## config.mk

```make
export PLATFORM = sky130hd
export DESIGN_NAME = md5_stream_hasher_flat
export DESIGN_NICKNAME = d
export VERILOG_FILES = /design/src/hdl/md5s_pkg.sv /design/src/hdl/md5s_in_if.sv /design/src/hdl/md5s_out_if.sv /design/src/hdl/md5_stream_hasher.sv /design/src/flat_wrapper.sv
export SDC_FILE = /design/constraint.sdc
export NUM_CORES = 2
export LEC_CHECK = 0
export ABC_AREA = 1
export BUFFER_PORTS_ARGS = -buffer_cell sky130_fd_sc_hd__buf_2
export CORE_AREA = 2 2 421 423
export DETAILED_ROUTE_END_ITERATION = 8
export DIE_AREA = 0 0 423 425
export PLACE_DENSITY = 0.47
export SKIP_CTS_REPAIR_TIMING = 1
export SLEW_MARGIN = 40
export SYNTH_ARGS = -nofsm -noshare
export SYNTH_HDL_FRONTEND = slang
export SYNTH_SLANG_ARGS = --single-unit
```

## constraint.sdc

```tcl
create_clock -name clk -period 8.6 [get_ports clk]
set_clock_uncertainty 0.2 [all_clocks]
set_input_delay 0.86 -clock clk [delete_from_list [all_inputs] [get_ports clk]]
set_output_delay 0.86 -clock clk [all_outputs]
set_load 0.03 [all_outputs]
```

## src/hdl/md5s_pkg.sv

```systemverilog
// ----------------------------------------------------------------------------
// md5s_pkg: shared types, constants and round tables for the MD5 stream hasher
// Holds the initial chaining values, the per-round sine constants, shift
// amounts and message word schedule, plus the sequencer state encoding.
// ----------------------------------------------------------------------------
package md5s_pkg;

  localparam int unsigned WORD_W   = 32;
  localparam int unsigned BYTE_W   = 8;
  localparam int unsigned COUNT_W  = 61;
  localparam int unsigned ROUND_W  = 6;
  localparam int unsigned WIDX_W   = 4;
  localparam int unsigned BPTR_W   = 6;

  localparam logic [WORD_W-1:0] IV_A = 32'h67452301;
  localparam logic [WORD_W-1:0] IV_B = 32'hefcdab89;
  localparam logic [WORD_W-1:0] IV_C = 32'h98badcfe;
  localparam logic [WORD_W-1:0] IV_D = 32'h10325476;

  localparam logic [BYTE_W-1:0] PAD_BYTE   = 8'h80;
  localparam logic [BYTE_W-1:0] ZERO_BYTE  = 8'h00;
  localparam logic [BPTR_W-1:0] LEN_START  = 6'd56;
  localparam logic [BPTR_W-1:0] BLOCK_LAST = 6'd63;
  localparam logic [ROUND_W-1:0] ROUND_LAST = 6'd63;
  localparam logic [1:0] WORD_IDX_LAST = 2'd3;

  // one-hot sequencer states
  typedef enum logic [7:0] {
    S_IDLE  = 8'b0000_0001,
    S_PAD   = 8'b0000_0010,
    S_ZERO  = 8'b0000_0100,
    S_LEN   = 8'b0000_1000,
    S_LOAD  = 8'b0001_0000,
    S_ROUND = 8'b0010_0000,
    S_ADD   = 8'b0100_0000,
    S_OUT   = 8'b1000_0000
  } state_t;

  // where the sequencer goes once a compression finishes
  typedef enum logic [1:0] {
    AFT_IDLE = 2'd0,
    AFT_PAD  = 2'd1,
    AFT_ZERO = 2'd2,
    AFT_OUT  = 2'd3
  } after_t;

  function automatic logic [WORD_W-1:0] md5s_k(input logic [ROUND_W-1:0] r);
    logic [WORD_W-1:0] k;
    unique case (r)
      6'd0:  k = 32'hd76aa478; 6'd1:  k = 32'he8c7b756;
      6'd2:  k = 32'h242070db; 6'd3:  k = 32'hc1bdceee;
      6'd4:  k = 32'hf57c0faf; 6'd5:  k = 32'h4787c62a;
      6'd6:  k = 32'ha8304613; 6'd7:  k = 32'hfd469501;
      6'd8:  k = 32'h698098d8; 6'd9:  k = 32'h8b44f7af;
      6'd10: k = 32'hffff5bb1; 6'd11: k = 32'h895cd7be;
      6'd12: k = 32'h6b901122; 6'd13: k = 32'hfd987193;
      6'd14: k = 32'ha679438e; 6'd15: k = 32'h49b40821;
      6'd16: k = 32'hf61e2562; 6'd17: k = 32'hc040b340;
      6'd18: k = 32'h265e5a51; 6'd19: k = 32'he9b6c7aa;
      6'd20: k = 32'hd62f105d; 6'd21: k = 32'h02441453;
      6'd22: k = 32'hd8a1e681; 6'd23: k = 32'he7d3fbc8;
      6'd24: k = 32'h21e1cde6; 6'd25: k = 32'hc33707d6;
      6'd26: k = 32'hf4d50d87; 6'd27: k = 32'h455a14ed;
      6'd28: k = 32'ha9e3e905; 6'd29: k = 32'hfcefa3f8;
      6'd30: k = 32'h676f02d9; 6'd31: k = 32'h8d2a4c8a;
      6'd32: k = 32'hfffa3942; 6'd33: k = 32'h8771f681;
      6'd34: k = 32'h6d9d6122; 6'd35: k = 32'hfde5380c;
      6'd36: k = 32'ha4beea44; 6'd37: k = 32'h4bdecfa9;
      6'd38: k = 32'hf6bb4b60; 6'd39: k = 32'hbebfbc70;
      6'd40: k = 32'h289b7ec6; 6'd41: k = 32'heaa127fa;
      6'd42: k = 32'hd4ef3085; 6'd43: k = 32'h04881d05;
      6'd44: k = 32'hd9d4d039; 6'd45: k = 32'he6db99e5;
      6'd46: k = 32'h1fa27cf8; 6'd47: k = 32'hc4ac5665;
      6'd48: k = 32'hf4292244; 6'd49: k = 32'h432aff97;
      6'd50: k = 32'hab9423a7; 6'd51: k = 32'hfc93a039;
      6'd52: k = 32'h655b59c3; 6'd53: k = 32'h8f0ccc92;
      6'd54: k = 32'hffeff47d; 6'd55: k = 32'h85845dd1;
      6'd56: k = 32'h6fa87e4f; 6'd57: k = 32'hfe2ce6e0;
      6'd58: k = 32'ha3014314; 6'd59: k = 32'h4e0811a1;
      6'd60: k = 32'hf7537e82; 6'd61: k = 32'hbd3af235;
      6'd62: k = 32'h2ad7d2bb; 6'd63: k = 32'heb86d391;
      default: k = 32'h0;
    endcase
    return k;
  endfunction

  function automatic logic [4:0] md5s_rot(input logic [ROUND_W-1:0] r);
    logic [4:0] s;
    unique case ({r[5:4], r[1:0]})
      4'd0:  s = 5'd7;  4'd1:  s = 5'd12; 4'd2:  s = 5'd17; 4'd3:  s = 5'd22;
      4'd4:  s = 5'd5;  4'd5:  s = 5'd9;  4'd6:  s = 5'd14; 4'd7:  s = 5'd20;
      4'd8:  s = 5'd4;  4'd9:  s = 5'd11; 4'd10: s = 5'd16; 4'd11: s = 5'd23;
      4'd12: s = 5'd6;  4'd13: s = 5'd10; 4'd14: s = 5'd15; 4'd15: s = 5'd21;
      default: s = 5'd0;
    endcase
    return s;
  endfunction

  // message word used by each round, modulo 16
  function automatic logic [WIDX_W-1:0] md5s_widx(input logic [ROUND_W-1:0] r);
    logic [WIDX_W-1:0] lo;
    logic [WIDX_W-1:0] w;
    lo = r[WIDX_W-1:0];
    unique case (r[5:4])
      2'd0:    w = lo;
      2'd1:    w = WIDX_W'((lo << 2) + lo + 4'd1);
      2'd2:    w = WIDX_W'((lo << 1) + lo + 4'd5);
      2'd3:    w = WIDX_W'((lo << 3) - lo);
      default: w = lo;
    endcase
    return w;
  endfunction

endpackage

```

## src/hdl/md5s_in_if.sv

```systemverilog
// ----------------------------------------------------------------------------
// md5s_in_if: message byte channel
// Valid/ready handshake carrying one message byte and its two flags per item.
// ----------------------------------------------------------------------------
interface md5s_in_if;
  logic       valid;
  logic       ready;
  logic [7:0] message_byte;
  logic       byte_present;
  logic       end_of_message;

  modport source (output valid, output message_byte, output byte_present,
                  output end_of_message, input ready);
  modport sink   (input valid, input message_byte, input byte_present,
                  input end_of_message, output ready);
endinterface

```

## src/hdl/md5s_out_if.sv

```systemverilog
// ----------------------------------------------------------------------------
// md5s_out_if: digest word channel
// Valid/ready handshake carrying one 32-bit digest word per item.
// ----------------------------------------------------------------------------
interface md5s_out_if;
  logic        valid;
  logic        ready;
  logic [31:0] digest_word;
  logic [1:0]  word_index;
  logic        final_word;

  modport source (output valid, output digest_word, output word_index,
                  output final_word, input ready);
  modport sink   (input valid, input digest_word, input word_index,
                  input final_word, output ready);
endinterface

```

## src/hdl/md5_stream_hasher.sv

```systemverilog
// ----------------------------------------------------------------------------
// md5_stream_hasher: streaming MD5 digest engine, one message byte per item
// A data byte is written straight into the block buffer; the byte that fills a
//   64-byte block starts a compression (prefetch, rounds, chaining add) first.
// End of message: padding writes the 0x80, the zeros and the length bytes in
//   turn (the zeros and length may spill into a second block), then one or two compressions,
//   then 4 digest items, one per cycle while the receiver is ready.
// No byte is taken during a compression or until the digest is delivered; every
//   block is compressed on the single shared round unit.
// Reset (rst_n low, synchronous): chaining words to the MD5 IV, count to zero.
// ----------------------------------------------------------------------------
module md5_stream_hasher (
  input logic        clk,
  input logic        rst_n,
  md5s_in_if.sink    in_bus,
  md5s_out_if.source out_bus
);
  import md5s_pkg::*;

  // sequencer
  state_t             state_r, state_nxt;
  after_t             after_r, after_nxt;
  logic [ROUND_W-1:0] round_r, round_nxt;
  logic [BPTR_W-1:0]  ptr_r, ptr_nxt;     // padding write pointer
  logic               wrap_r, wrap_nxt;   // padding runs to end of block first

  // hash state
  logic [WORD_W-1:0]  chain_r [4];
  logic [WORD_W-1:0]  chain_nxt [4];
  logic [WORD_W-1:0]  work_r [4];
  logic [WORD_W-1:0]  work_nxt [4];
  logic [COUNT_W-1:0] count_r, count_nxt;

  // output register
  logic               out_valid_r, out_valid_nxt;
  logic [1:0]         out_idx_r, out_idx_nxt;

  // block buffer: 16 little-endian words, written one byte at a time
  logic [WORD_W-1:0]  blk_mem [16];
  logic [WORD_W-1:0]  mem_rdata_r;
  logic               mem_we;
  logic [BPTR_W-1:0]  mem_waddr;
  logic [BYTE_W-1:0]  mem_wdata;
  logic [WIDX_W-1:0]  mem_raddr;

  // round unit
  logic [WORD_W-1:0]  rf;
  logic [WORD_W-1:0]  rsum;
  logic [2*WORD_W-1:0] rdup;
  logic [WORD_W-1:0]  rrot;
  logic [63:0]        bit_len;

  logic in_fire;
  logic out_fire;

  assign in_bus.ready        = (state_r == S_IDLE);
  assign in_fire             = in_bus.valid && in_bus.ready;
  assign out_bus.valid       = out_valid_r;
  assign out_bus.digest_word = chain_r[out_idx_r];
  assign out_bus.word_index  = out_idx_r;
  assign out_bus.final_word  = (out_idx_r == WORD_IDX_LAST);
  assign out_fire            = out_valid_r && out_bus.ready;

  assign bit_len = {count_r, 3'b000};

  // one MD5 round on the working words; message word was prefetched last cycle
  always_comb begin
    unique case (round_r[5:4])
      2'd0:    rf = work_r[3] ^ (work_r[1] & (work_r[2] ^ work_r[3]));
      2'd1:    rf = work_r[2] ^ (work_r[3] & (work_r[1] ^ work_r[2]));
      2'd2:    rf = work_r[1] ^ work_r[2] ^ work_r[3];
      2'd3:    rf = work_r[2] ^ (work_r[1] | ~work_r[3]);
      default: rf = '0;
    endcase
    rsum = work_r[0] + rf + md5s_k(round_r) + mem_rdata_r;
    rdup = {rsum, rsum} << md5s_rot(round_r);
    rrot = rdup[2*WORD_W-1:WORD_W];
  end

  // read address runs one round ahead of the round unit
  always_comb begin
    if (state_r == S_ROUND) begin
      mem_raddr = md5s_widx(round_r + ROUND_W'(1));
    end else begin
      mem_raddr = md5s_widx('0);
    end
  end

  always_comb begin
    state_nxt     = state_r;
    after_nxt     = after_r;
    round_nxt     = round_r;
    ptr_nxt       = ptr_r;
    wrap_nxt      = wrap_r;
    count_nxt     = count_r;
    chain_nxt     = chain_r;
    work_nxt      = work_r;
    out_valid_nxt = out_valid_r;
    out_idx_nxt   = out_idx_r;
    mem_we        = 1'b0;
    mem_waddr     = ptr_r;
    mem_wdata     = ZERO_BYTE;

    unique case (state_r)
      S_IDLE: begin
        if (in_fire) begin
          if (in_bus.byte_present) begin
            mem_we    = 1'b1;
            mem_waddr = count_r[BPTR_W-1:0];
            mem_wdata = in_bus.message_byte;
            count_nxt = count_r + COUNT_W'(1);
            if (count_nxt[BPTR_W-1:0] == '0) begin
              // block full: compress now, pad afterwards if this was the end
              state_nxt = S_LOAD;
              after_nxt = in_bus.end_of_message ? AFT_PAD : AFT_IDLE;
            end else if (in_bus.end_of_message) begin
              state_nxt = S_PAD;
            end
          end else if (in_bus.end_of_message) begin
            state_nxt = S_PAD;
          end
        end
      end

      S_PAD: begin
        mem_we    = 1'b1;
        mem_waddr = count_r[BPTR_W-1:0];
        mem_wdata = PAD_BYTE;
        ptr_nxt   = count_r[BPTR_W-1:0] + BPTR_W'(1);
        if (count_r[BPTR_W-1:0] == BLOCK_LAST) begin
          // 0x80 took the last slot: no room for the length
          state_nxt = S_LOAD;
          after_nxt = AFT_ZERO;
          wrap_nxt  = 1'b0;
        end else begin
          state_nxt = S_ZERO;
          wrap_nxt  = (count_r[BPTR_W-1:3] == 3'b111);
        end
      end

      S_ZERO: begin
        if (wrap_r) begin
          mem_we  = 1'b1;
          ptr_nxt = ptr_r + BPTR_W'(1);
          if (ptr_r == BLOCK_LAST) begin
            state_nxt = S_LOAD;
            after_nxt = AFT_ZERO;
            wrap_nxt  = 1'b0;
          end
        end else if (ptr_r == LEN_START) begin
          state_nxt = S_LEN;
        end else begin
          mem_we  = 1'b1;
          ptr_nxt = ptr_r + BPTR_W'(1);
        end
      end

      S_LEN: begin
        mem_we    = 1'b1;
        mem_wdata = bit_len[{ptr_r[2:0], 3'b000} +: BYTE_W];
        ptr_nxt   = ptr_r + BPTR_W'(1);
        if (ptr_r == BLOCK_LAST) begin
          state_nxt = S_LOAD;
          after_nxt = AFT_OUT;
        end
      end

      S_LOAD: begin
        work_nxt  = chain_r;
        round_nxt = '0;
        state_nxt = S_ROUND;
      end

      S_ROUND: begin
        work_nxt[0] = work_r[3];
        work_nxt[3] = work_r[2];
        work_nxt[2] = work_r[1];
        work_nxt[1] = work_r[1] + rrot;
        round_nxt   = round_r + ROUND_W'(1);
        if (round_r == ROUND_LAST) begin
          state_nxt = S_ADD;
        end
      end

      S_ADD: begin
        for (int i = 0; i < 4; i++) begin
          chain_nxt[i] = chain_r[i] + work_r[i];
        end
        unique case (after_r)
          AFT_IDLE: state_nxt = S_IDLE;
          AFT_PAD:  state_nxt = S_PAD;
          AFT_ZERO: begin
            state_nxt = S_ZERO;
            ptr_nxt   = '0;
          end
          AFT_OUT: begin
            state_nxt     = S_OUT;
            out_valid_nxt = 1'b1;
            out_idx_nxt   = '0;
          end
          default:  state_nxt = S_IDLE;
        endcase
      end

      S_OUT: begin
        if (out_fire) begin
          out_idx_nxt = out_idx_r + 2'd1;
          if (out_idx_r == WORD_IDX_LAST) begin
            // digest delivered: back to the initial chaining state
            out_valid_nxt = 1'b0;
            state_nxt     = S_IDLE;
            chain_nxt[0]  = IV_A;
            chain_nxt[1]  = IV_B;
            chain_nxt[2]  = IV_C;
            chain_nxt[3]  = IV_D;
            count_nxt     = '0;
          end
        end
      end

      default: state_nxt = S_IDLE;
    endcase
  end

  always_ff @(posedge clk) begin
    if (!rst_n) begin
      state_r     <= S_IDLE;
      after_r     <= AFT_IDLE;
      round_r     <= '0;
      ptr_r       <= '0;
      wrap_r      <= 1'b0;
      count_r     <= '0;
      chain_r[0]  <= IV_A;
      chain_r[1]  <= IV_B;
      chain_r[2]  <= IV_C;
      chain_r[3]  <= IV_D;
      out_valid_r <= 1'b0;
      out_idx_r   <= '0;
    end else begin
      state_r     <= state_nxt;
      after_r     <= after_nxt;
      round_r     <= round_nxt;
      ptr_r       <= ptr_nxt;
      wrap_r      <= wrap_nxt;
      count_r     <= count_nxt;
      chain_r     <= chain_nxt;
      out_valid_r <= out_valid_nxt;
      out_idx_r   <= out_idx_nxt;
    end
  end

  always_ff @(posedge clk) begin
    work_r <= work_nxt;
  end

  always_ff @(posedge clk) begin
    if (mem_we) begin
      blk_mem[mem_waddr[BPTR_W-1:2]][{mem_waddr[1:0], 3'b000} +: BYTE_W] <= mem_wdata;
    end
    mem_rdata_r <= blk_mem[mem_raddr];
  end

endmodule

```

## src/flat_wrapper.sv

```systemverilog
// flat-port wrapper written by rule: the top's interface ports become plain ports
module md5_stream_hasher_flat import md5s_pkg::*;
  (clk, rst_n, in_bus_valid, in_bus_message_byte, in_bus_byte_present, in_bus_end_of_message, in_bus_ready, out_bus_valid, out_bus_digest_word, out_bus_word_index, out_bus_final_word, out_bus_ready);
  md5s_in_if in_bus_i ();
  md5s_out_if out_bus_i ();
  input logic clk;
  input logic rst_n;
  input wire logic [$bits(in_bus_i.valid)-1:0] in_bus_valid;
  input wire logic [$bits(in_bus_i.message_byte)-1:0] in_bus_message_byte;
  input wire logic [$bits(in_bus_i.byte_present)-1:0] in_bus_byte_present;
  input wire logic [$bits(in_bus_i.end_of_message)-1:0] in_bus_end_of_message;
  output wire logic [$bits(in_bus_i.ready)-1:0] in_bus_ready;
  output wire logic [$bits(out_bus_i.valid)-1:0] out_bus_valid;
  output wire logic [$bits(out_bus_i.digest_word)-1:0] out_bus_digest_word;
  output wire logic [$bits(out_bus_i.word_index)-1:0] out_bus_word_index;
  output wire logic [$bits(out_bus_i.final_word)-1:0] out_bus_final_word;
  input wire logic [$bits(out_bus_i.ready)-1:0] out_bus_ready;
  assign in_bus_i.valid = in_bus_valid;
  assign in_bus_i.message_byte = in_bus_message_byte;
  assign in_bus_i.byte_present = in_bus_byte_present;
  assign in_bus_i.end_of_message = in_bus_end_of_message;
  assign in_bus_ready = in_bus_i.ready;
  assign out_bus_valid = out_bus_i.valid;
  assign out_bus_digest_word = out_bus_i.digest_word;
  assign out_bus_word_index = out_bus_i.word_index;
  assign out_bus_final_word = out_bus_i.final_word;
  assign out_bus_i.ready = out_bus_ready;
  md5_stream_hasher u_core (.clk(clk), .rst_n(rst_n), .in_bus(in_bus_i), .out_bus(out_bus_i));
endmodule
```

* Word-level counts from Yosys, hierarchy flattened *
Memory sizes are Yosys's and may differ from the RTL's. A register that Yosys moved wholly into a read port is not among the register bits.
Index checks and enable logic that the tools add are counted.

storage, ports and cells
  bits in registers = 343
  RAM bits = 512
  ROM bits = 2128
  input port bits = 14
  memories = 3

cells by class
  $add $sub $neg = 19
  order comparisons = 1
  equal/unequal tests = 37
  shift-type cells = 4
  mux-type cells = 70
  bitwise logic cells = 11
  reduce and logical (&&, ||, !) cells = 20

memory list
  memory            words  bits a word  rd ports  clocked after Yosys merged registers in  write ports  line                     source
  (name not given)  64     32           1         1                                        0            md5s_pkg.sv:49           unique case (r)
  u_core.blk_mem    16     32           1         1                                        1            md5_stream_hasher.sv:39  logic [WORD_W-1:0] blk_mem [16];
  (name not given)  16     5            1         1                                        0            md5s_pkg.sv:89           unique case ({r[5:4], r[1:0]})

operator list
  cell                                                   count
  one-hot mux 128 bit (2 select lines)                   2
  adder 32 bit                                           8
  2-to-1 mux 128 bit                                     2
  2-to-1 mux 61 bit                                      4
  bitwise XOR 32 bit                                     6
  one-hot mux 32 bit (4 select lines)                    1
  one-hot mux 61 bit (2 select lines)                    1
  2-to-1 mux 32 bit                                      3
  2-to-1 mux 8 bit                                       12
  AND 32 bit                                             2
  binary-select mux 32 bit (select 2 bit)                1
  one-hot mux 8 bit (8 select lines)                     1
  indexed part select 64 x 7 -> 8 bit                    1
  left shift 64 x 5 -> 64 bit                            1
  adder 61 x 1 -> 61 bit (second input constant)         1
  2-to-1 mux 6 bit                                       7
  inverter 32 bit                                        1
  bitwise OR 32 bit                                      1
  one-hot mux 8 bit (4 select lines)                     1
  variable shift 8 x 7 -> 32 bit (first input constant)  1
  indexed part select 8 x 7 -> 32 bit                    1
  == test 6 bit (second input constant)                  4
  one-hot mux 6 bit (2 select lines)                     2
  one-hot mux 6 bit (4 select lines)                     1
  other kinds (44)                                       97

* Depth between registers and ports, before layout *
  depth after elaboration = 10
  mapped depth = 51
  mapped depth without buffers = 48

* Worst setup path before layout *
No wires, ideal clock.

  path kind = reg-to-reg
  start point = register u_core.round_r[4]
  end point = register u_core.work_r[86] (netlist name) (data pin)
  arrival time = 6.581 ns
  data required time = 8.132 ns
  path slack = 1.551 ns
  stages on the path, launching flop included = 40
  path buffers = 2
  path through = dfxtp_1 buf_2 inv_2 nand2_1 clkbuf_1 a21oi_1 or2_2 a31oi_1 fa_1 inv_1 fa_1 inv_1 ha_1 inv_1 fa_1 inv_1 nand3_1 nand2_1 [4 not listed] or2_2 o21ai_0 or2_2 o211ai_1 nand3_1 nand2_1 ha_1 inv_1 fa_1 o21ai_0 nand3_1 nand3_1 inv_1 o31ai_1 a21oi_1 o21ai_0 xnor2_1 o21ai_0

RTL lines
  element                   line                      source
  start: declaration        md5_stream_hasher.sv:23   logic [ROUND_W-1:0] round_r, round_nxt;
  start signal: assignment  md5_stream_hasher.sv:242  round_r <= round_nxt;
  end signal: assignment    md5_stream_hasher.sv:253  work_r <= work_nxt;
  end: declaration          md5_stream_hasher.sv:30   logic [WORD_W-1:0] work_r [4];

==> impl_metrics.json <==
{
  "final_cell_mix": "nand2_1 (1566), inv_1 (902), edfxtp_1 (640)",
  "gr-usage-all-layers_pct": 24.7,
  "synthFlopType": "edfxtp_1",
  "swShare_pct": 25.3,
  "num_vias": 51700,
  "dieArea_mm2": 0.180,
  "grt_max_degree": 209,
  "drc": 0,
  "p_sw_mw": 2.51,
  "async_reset_ff_share_pct": 0,
  "initial_core_util_pct": 32.8,
  "ys_seq_elements": 924,
  "crit_path_max_incr_delay_ps": 570,
  "rrSetupSlack_ps": 610,
  "arrival_ps": 8290,
  "r2r_start": "u_core.round_r[5]",
  "syn_to_final_growth_pct": 11.4,
  "status": "complete, no violations",
  "p_seq_share_pct": 47.8,
  "synth_edf_count": 640,
  "worstMarginPinSlew_ps": 923,
  "reg2regPathDepth": 43,
  "path_clk_slew_ps": 60,
  "worstSetupPathType": "register to register",
  "r2r-end": "u_core.work_r[92]",
  "synth.avg_cell_area_um2": 7.93,
  "cp_max_fo": 16,
  "ys.warnings.count": 0,
  "drive_above_1_share_pct": 8.32,
  "syn_area_mm2": 0.0575,
  "cts_root_buf": "clkbuf_16",
  "rsz0062_at_grt": "no",
  "powerDensity_mw_per_mm2": 155,
  "rows": 154,
  "viasPerCell": 5.36,
  "vdd_drop_max_mv": 0.158,
  "fmax_mhz": 125,
  "syn_nets": 7546,
  "hold_path_class": "register to register",
  "nNetsFinal": 7502,
  "internal-power_mw": 7.43,
  "setup_viol": 0,
  "place_area_mm2": 0.0605,
  "slew_violations": 0,
  "antenna_left": 0,
  "end_kind": "register",
  "finalCriticalPeriod_ps": 7990,
  "cp-startpoint": "u_core.round_r[5]",
  "p_total_mw": 9.94,
  "syn_inst": 7246,
  "cts_made_buffers": 107,
  "crit_required_ps": 8900,
  "relSlewSlack_pct": 37.9,
  "clkPwrFrac_pct": 46.0,
  "fin_crit_sh_pct": 92.9,
  "final_hold_viol_count": 0,
  "synth_cell_types": 72,
  "final_common_cell": "nand2_1",
  "hpwl_um": 166000,
  "drv_cap": 0,
  "clk_latency_ps": 770,
  "gp_congestion": 0.961,
  "antenna_found_initial": 6,
  "cp_common_cell": "nand2_1",
  "chipHeight_um": 425,
  "max-clock-path-buffers": 3,
  "tns_ps": 0,
  "h-tree-depth": 3,
  "grt_pass1_wl_um": 332000,
  "io_buffers": 50,
  "seq_area_frac_synth_pct": 43.3,
  "core-area_mm2": 0.175,
  "grt_pass1_vias": 48200,
  "globalRoute.totalOverflow": 0,
  "drt_iter0_drc": 4991,
  "cp-start-kind": "register",
  "endpoint": "u_core.work_r[92]",
  "firstDrtPassIters": 9,
  "wl_um": 228000,
  "comb_power_share_pct": 6.1,
  "p_leak_nw": 26.7,
  "clock_sinks": 924,
  "slowest_stage": "a31oi_1",
  "die_w_um": 423,
  "cts_tree": "yes",
  "top_level_ports": 51,
  "drt-wirelength-per-cell_um": 23.6,
  "final_area_mm2": 0.0640
}
## area by class of cell
cell class	instances	area (µm²)
clock buffer	148	2940
multi-input combinational	5083	28100
clock inverter	54	507
tap	2340	2930
sequential	924	24900
antenna	2	5.00
timing repair buffer	153	1120
inverter	933	3510
fill	18200	111000
## synthesized netlist by cell type (all sizes together), types with 5 or more instances
cell type	count	share of area (%)
a21o	21	0.27
a32oi	8	0.12
o21ai	599	5.3
o211ai	156	2.0
a31o	6	0.091
a21boi	5	0.065
o2111ai	6	0.091
o21bai	11	0.14
o221ai	16	0.24
ha	219	4.8
a211oi	15	0.20
or2	68	0.74
fa	67	2.3
o311ai	7	0.11
buf	117	0.98
a21oi	574	5.0
dfxtp	284	9.9
nor4	19	0.24
nand4	48	0.54
o21a	29	0.38
inv	928	6.1
a22oi	5	0.065
a32o	9	0.16
nand3b	8	0.10
clkbuf	189	1.2
o31ai	7	0.091
mux2	81	1.6
nand3	647	5.7
nor3	88	0.80
edfxtp	640	33
clkinv	5	0.033
nor2	527	3.5
xnor2	27	0.42
nand2	1579	10
xor2	58	0.90
a31oi	95	1.0
o22ai	52	0.58
## registers in the layout, indices dropped and copies added (netlist names), named ones only
register	count
u_core.chain_r	128
u_core.mem_rdata_r	32
u_core.out_bus.valid	1
u_core.work_r	128
u_core.out_bus.word_index	2
u_core.round_r	6
u_core.wrap_r	1
u_core.state_r	8
u_core.count_r	61
u_core.blk_mem	512
u_core.ptr_r	6
u_core.after_r	2
## worst min-delay path by stage
stage                               to  slack (ps)             startpoint  cells past startpoint
floorplan           u_core.count_r[25]         240     u_core.count_r[25]                      1
global placement    u_core.count_r[41]         260     u_core.count_r[41]                      1
detailed placement  u_core.count_r[41]         260     u_core.count_r[41]                      1
CTS                  u_core.state_r[1]         270  in_bus_end_of_message                      5
global route        u_core.count_r[16]         310     u_core.count_r[16]                      1
finish              u_core.count_r[16]         280     u_core.count_r[16]                      1
## metrics by stage
stage	hold slack, ps	util [%]	instances	worst slack [ps]
2_1_floorplan	239	-	7246	1550
3_3_place_gp	255	34.4	9432	453
3_5_place_dp	261	34.5	9432	350
4_1_cts	268	36.5	9634	284
5_1_grt	311	36.5	9635	89.7
6_report	278	36.5	9637	607
## cells by family (layout without fill, tap and decap cells)
kind of cell    count (synthesis)  count (layout)  synth area share [%]
mux                            83              83                  1.62
simple gates                 2992            2992                  22.1
flops                         924             924                  43.3
fa+ha+maj                     286             286                  7.10
compound gates               1637            1637                  16.2
buf+inv                      1239            1288                  8.30
other cells                     0               2                     0
xor+xnor                       85              85                  1.32
## per-layer routing
layer | GRT usage [%] | vias to the layer above | wire, µm
met2 | 38.8 | 1624 | 101000
met4 | 6.79 | 2 | 6010
li1 | - | 24700 | -
met1 | 35.5 | 25100 | 107000
met5 | 0 | - | 13
met3 | 3.17 | 275 | 13800
## power groups by stage
stage	registers, mW	clock network, mW	logic [mW]
after CTS	4.76	4.67	0.602
after detailed placement	4.85	0	0.600
after global routing	4.76	4.84	0.669
after floorplan	4.85	0	0.366
final	4.76	4.58	0.610
after global placement	4.85	0	0.587
## critical path: cells and delay by family, from the launching register on
kind	cells	cell delay, ps
fa+ha+maj	4	1660
compound gates	5	1470
buf+inv	7	690
flops	1	450
simple gates	27	3270
(Power assumes the default switching activity.)
